`src/fbc_pkg.sv`:
```
// shared constants and types for the frustum box cull block
package fbc_pkg;

  // planes tested per box (1..8); slots past the register file read as zero
  localparam int unsigned PLANE_COUNT    = 6;
  localparam int unsigned NUM_PLANE_REGS = 6;

  // apb geometry: 64-bit registers at 8-byte strides
  localparam int unsigned PDATA_W = 64;
  localparam int unsigned PADDR_W = 6;
  localparam int unsigned REG_IDX_LSB = 3;
  localparam int unsigned REG_IDX_W   = PADDR_W - REG_IDX_LSB;

  // datapath widths
  localparam int unsigned COORD_W = 16;
  localparam int unsigned PROD_W  = 2 * COORD_W;
  localparam int unsigned FRAC_W  = 14;
  localparam int unsigned DIST_W  = PROD_W + 2;

  // register stages from input transfer to result register
  localparam int unsigned PIPE_DEPTH = 4;

  typedef logic signed [COORD_W-1:0] coord_t;

  typedef struct packed {
    coord_t z;
    coord_t y;
    coord_t x;
  } vec3_t;

  // a in the low bits, d in the high bits
  typedef struct packed {
    coord_t d;
    coord_t c;
    coord_t b;
    coord_t a;
  } plane_t;

endpackage

```
`src/fbc_lane.sv`:
```
// one plane lane: positive vertex select, multiply, sum and sign test
module fbc_lane (
  input  logic                clk_i,
  input  logic                en_i,
  input  fbc_pkg::plane_t     plane_i,
  input  fbc_pkg::vec3_t      lo_i,
  input  fbc_pkg::vec3_t      hi_i,
  output logic                cull_o
);

  // stage 1: positive vertex and coefficients
  fbc_pkg::vec3_t  vtx_d, vtx_q;
  fbc_pkg::plane_t pl_q;

  // stage 2: products and plane offset
  logic signed [fbc_pkg::PROD_W-1:0] pa_d, pb_d, pc_d;
  logic signed [fbc_pkg::PROD_W-1:0] pa_q, pb_q, pc_q;
  fbc_pkg::coord_t                   pd_q;

  // stage 3: sign of the distance
  logic signed [fbc_pkg::DIST_W-1:0] dist_sum;
  logic                              cull_q;

  always_comb begin
    vtx_d.x = plane_i.a[fbc_pkg::COORD_W-1] ? lo_i.x : hi_i.x;
    vtx_d.y = plane_i.b[fbc_pkg::COORD_W-1] ? lo_i.y : hi_i.y;
    vtx_d.z = plane_i.c[fbc_pkg::COORD_W-1] ? lo_i.z : hi_i.z;
  end

  assign pa_d = pl_q.a * vtx_q.x;
  assign pb_d = pl_q.b * vtx_q.y;
  assign pc_d = pl_q.c * vtx_q.z;

  // exact distance at 2^-14 scale, never overflows 34 bits
  assign dist_sum = {{2{pa_q[fbc_pkg::PROD_W-1]}}, pa_q}
                  + {{2{pb_q[fbc_pkg::PROD_W-1]}}, pb_q}
                  + {{2{pc_q[fbc_pkg::PROD_W-1]}}, pc_q}
                  + {{(fbc_pkg::DIST_W-fbc_pkg::COORD_W-fbc_pkg::FRAC_W){pd_q[fbc_pkg::COORD_W-1]}},
                     pd_q, {fbc_pkg::FRAC_W{1'b0}}};

  always_ff @(posedge clk_i) begin
    if (en_i) begin
      vtx_q  <= vtx_d;
      pl_q   <= plane_i;
      pa_q   <= pa_d;
      pb_q   <= pb_d;
      pc_q   <= pc_d;
      pd_q   <= pl_q.d;
      cull_q <= dist_sum[fbc_pkg::DIST_W-1];
    end
  end

  assign cull_o = cull_q;

endmodule

```
`config.mk`:
```
export PLATFORM = sky130hd
export DESIGN_NAME = fbc_lane
export DESIGN_NICKNAME = d
export VERILOG_FILES = /design/src/fbc_pkg.sv /design/src/fbc_lane.sv
export SDC_FILE = /design/constraint.sdc
export NUM_CORES = 2
export LEC_CHECK = 0
export ABC_AREA = 1
export BUFFER_PORTS_ARGS = -buffer_cell sky130_fd_sc_hd__buf_2
export CELL_PAD_IN_SITES_DETAIL_PLACEMENT = 1
export CELL_PAD_IN_SITES_GLOBAL_PLACEMENT = 1
export CORE_MARGIN = 4
export CORE_UTILIZATION = 45
export DETAILED_ROUTE_END_ITERATION = 12
export HOLD_SLACK_MARGIN = 0.02
export MAX_ROUTING_LAYER = met4
export PLACE_DENSITY_LB_ADDON = 0.2
export SYNTH_ARGS = -nofsm -noshare
export SYNTH_HDL_FRONTEND = slang
export SYNTH_SLANG_ARGS = --single-unit
export TNS_END_PERCENT = 1
```
`constraint.sdc`:
```
create_clock -name clk_i -period 5.5 [get_ports clk_i]
set_clock_uncertainty 0.1 [all_clocks]
set_input_delay 0.275 -clock clk_i [delete_from_list [all_inputs] [get_ports clk_i]]
set_output_delay 0.275 -clock clk_i [all_outputs]
set_load 0.01 [all_outputs]
```
==> results.md <==
- CTS tree: done
- CTS Sinks: 225
- CTS root buffer: clkbuf_16
- Clk Latency, worst-skew pair: 0.64 ns
- Std-Cell Rows: 109
- Clock Path Buffers: 3
- Post-Syn Area: 0.0406 mm2
- Status: finished, violations left
- Reg2reg end: pb_q[29]
- Asr flop ratio synth: 0
- Height of the die: 309 um
- Initial antenna violation count: 4
- Setup crit start kind: flop
- Synth unique cells: 39
- Drc violations: 0
- Critical Path Fanout Max: 7
- RSZ-0062 raised after global routing: yes
- Largest net degree at the start of global routing: 127
- Flops & latches, synth: 225
- Finish-stage setup viols: 48
- Number of global-route vias before repair: 37,600
- Placement Cell Area: 0.0463 mm2
- Gpl congestion: 0.903
- Routed wire per std cell: 19.5 um
- All-Layer GR Usage: 0.280
- Slew headroom: 0.351
- Final Cell Area: 0.0509 mm2
- Max Clock Freq: 172 MHz
- Clock slew seen by the registers of the worst setup and hold paths: 0.07 ns
- Mapped Cells: 4,563
- Slew at the pin with the worst max-slew slack: 0.973 ns
- DRT antenna net count: 0
- Failing checks: setup timing
- DIE AREA: 0.0952 mm2
- Post-synthesis sequential area ratio: 0.166
- Syn Nets: 5,850
- Top FF cell, synth: edfxtp_1
- Yosys top cell area share: 0.412
- Most common cell after layout, fill and taps aside: inv_1
- DR iter-0 viols: 1,597
- Total CTS buffers: 31
- Worst Setup EP: pb_q[29]
- Share of post-route cells with drive strength above 1: 0.215
- Maxcap violations: 0
- IO Port Bufs: 162
- CP Class: reg2reg
- Post-synth EDFFs: 225
- Most frequent cells in the layout: inv_1, nand2_1, fa_1
- Clock period minus worst slack: 5.82 ns
- Core box area: 0.0891 mm2
- First-pass GRT wire length: 203,000 um
- Via/cell ratio: 4.97
- Worst R2R Setup Slack: -0.32 ns
- First drt pass iteration count: 5
- Ys Warns: 0
- Largest area contributor in the netlist: fa_1
- Layout fillers: 10,200
- Top cells by area, synth: fa_1, edfxtp_1, inv_1
- Worst setup path startpoint: pl_q[31]
- Period utilisation layout: 1.06
- Vias post-DR: 32,000
- R2R cell count: 20
- Hold slack: 0.107 ns
- Worst hold-check path type: in2reg
- Worst EP required: 5.78 ns
- Mean Syn Cell Area: 8.91 um2
- Worst setup margin: -0.320 ns
- Fin. Hold Viols: 0
- DP Wirelength: 100,000 um
- Horiz. Die Dim: 309 um
- H-tree depth reported by CTS: 1
- Gr ovfl total: 0
- Final wirelength: 126,000 um
- CP endpoint kind: flop
- Pins Over Slew Limit: 0
- P&R area growth vs syn: 25.3%
- Nets: 6,538
- CP arrival: 6.10 ns
- Starting Density: 0.456
- Crit Reg-Reg Startpoint: pl_q[31]
- # IOs: 163
-- metal layers --
layer	wire length, um	part of all wire	track usage	vias to the layer above
met5	0	0	-	-
met4	2920	0.023	0.0535	0
met3	4610	0.037	0.0217	167
met2	65600	0.52	0.500	644
met1	52700	0.42	0.354	16600
li1	-	-	-	14600
-- worst min path at each step --
stage	cells past startpoint	from	endpoint	slack (ns)
6_report	1	plane_i[31]	pl_q[31]	0.11
5_1_grt	1	plane_i[31]	pl_q[31]	0.1
4_1_cts	1	plane_i[31]	pl_q[31]	0.06
3_5_place_dp	0	pl_q[50]	pd_q[2]	0.31
3_3_place_gp	0	pl_q[59]	pd_q[11]	0.30
2_1_floorplan	0	plane_i[0]	pl_q[0]	0.27
-- cell type report --
cell class              instances  area (um2)  share of cell area
multi-input cells            2820       29800               0.585
repair buffers                836        6870               0.135
flip-flops and latches        225        6760               0.133
inverters                    1337        5020              0.0985
well taps                    1165        1460              0.0286
clock buffers                  33         783              0.0154
clock inverters                23         264             0.00518
diodes                          1        2.50           0.0000491
-- synthesized netlist by cell type (10+ instances only) --
cell / n
a21o_1: 10
a21oi_1: 118
clkbuf_1: 178
edfxtp_1: 225
fa_1: 836
ha_1: 289
inv_1: 1336
mux2_2: 48
nand2_1: 1040
nand2_2: 13
nand3_1: 83
nand4_1: 24
nor2_1: 136
nor3_1: 16
o21ai_0: 64
o21bai_1: 11
or2_2: 13
xnor2_1: 25
xor2_1: 58
-- per-stage QoR --
stage	setup slack (ns)	TNS, ns	cells	util
CTS	-0.245	-6.98	6419	0.559
detailed placement	-0.448	-14.14	6186	0.520
finish	-0.320	-7.21	6440	0.572
global placement	-0.323	-8.07	6186	0.520
global route	-0.508	-17.98	6440	0.572
floorplan	-0.0193	-0.0363	4563	-
-- worst max-delay path, stage by stage (launching register included) --
cell      delay [ns]
edfxtp_1        0.53
nand2_1         0.18
inv_2           0.07
fa_2            0.64
fa_2            0.58
buf_6           0.17
fa_2            0.51
inv_1           0.05
fa_1            0.54
inv_1           0.06
fa_1            0.57
fa_1            0.47
ha_4            0.29
nand2_4         0.07
buf_4           0.13
o21ai_1         0.08
a21oi_1         0.15
a21boi_2        0.20
nand2_1         0.07
nand2_1         0.06
nand2_1         0.05
-- logic make-up after synthesis --
| kind of cell | share of synthesized area |
|---|---|
| flops | 0.166 |
| buf+inv | 0.140 |
| xor+xnor | 0.0179 |
| fa+ha+maj | 0.501 |
| compound gates | 0.0300 |
| simple gates | 0.132 |
| mux | 0.0133 |
-- registers in the layout, summed over array words and instances (netlist names) --
signal  flops
vtx_q      48
pd_q       16
pc_q       32
cull_o      1
pb_q       32
pa_q       32
pl_q       64
-- repair_timing --
action,in CTS,in global routing
hold buffers,159,0
setup endpoints to repair,61,66
buffers inserted,18,21
pin swaps,27,88
endpoints found under the hold margin,111,0
gates resized for setup,168,262
Power is not shown: default switching activity piles up to over one toggle a cycle in this logic, so the estimate is an artifact.
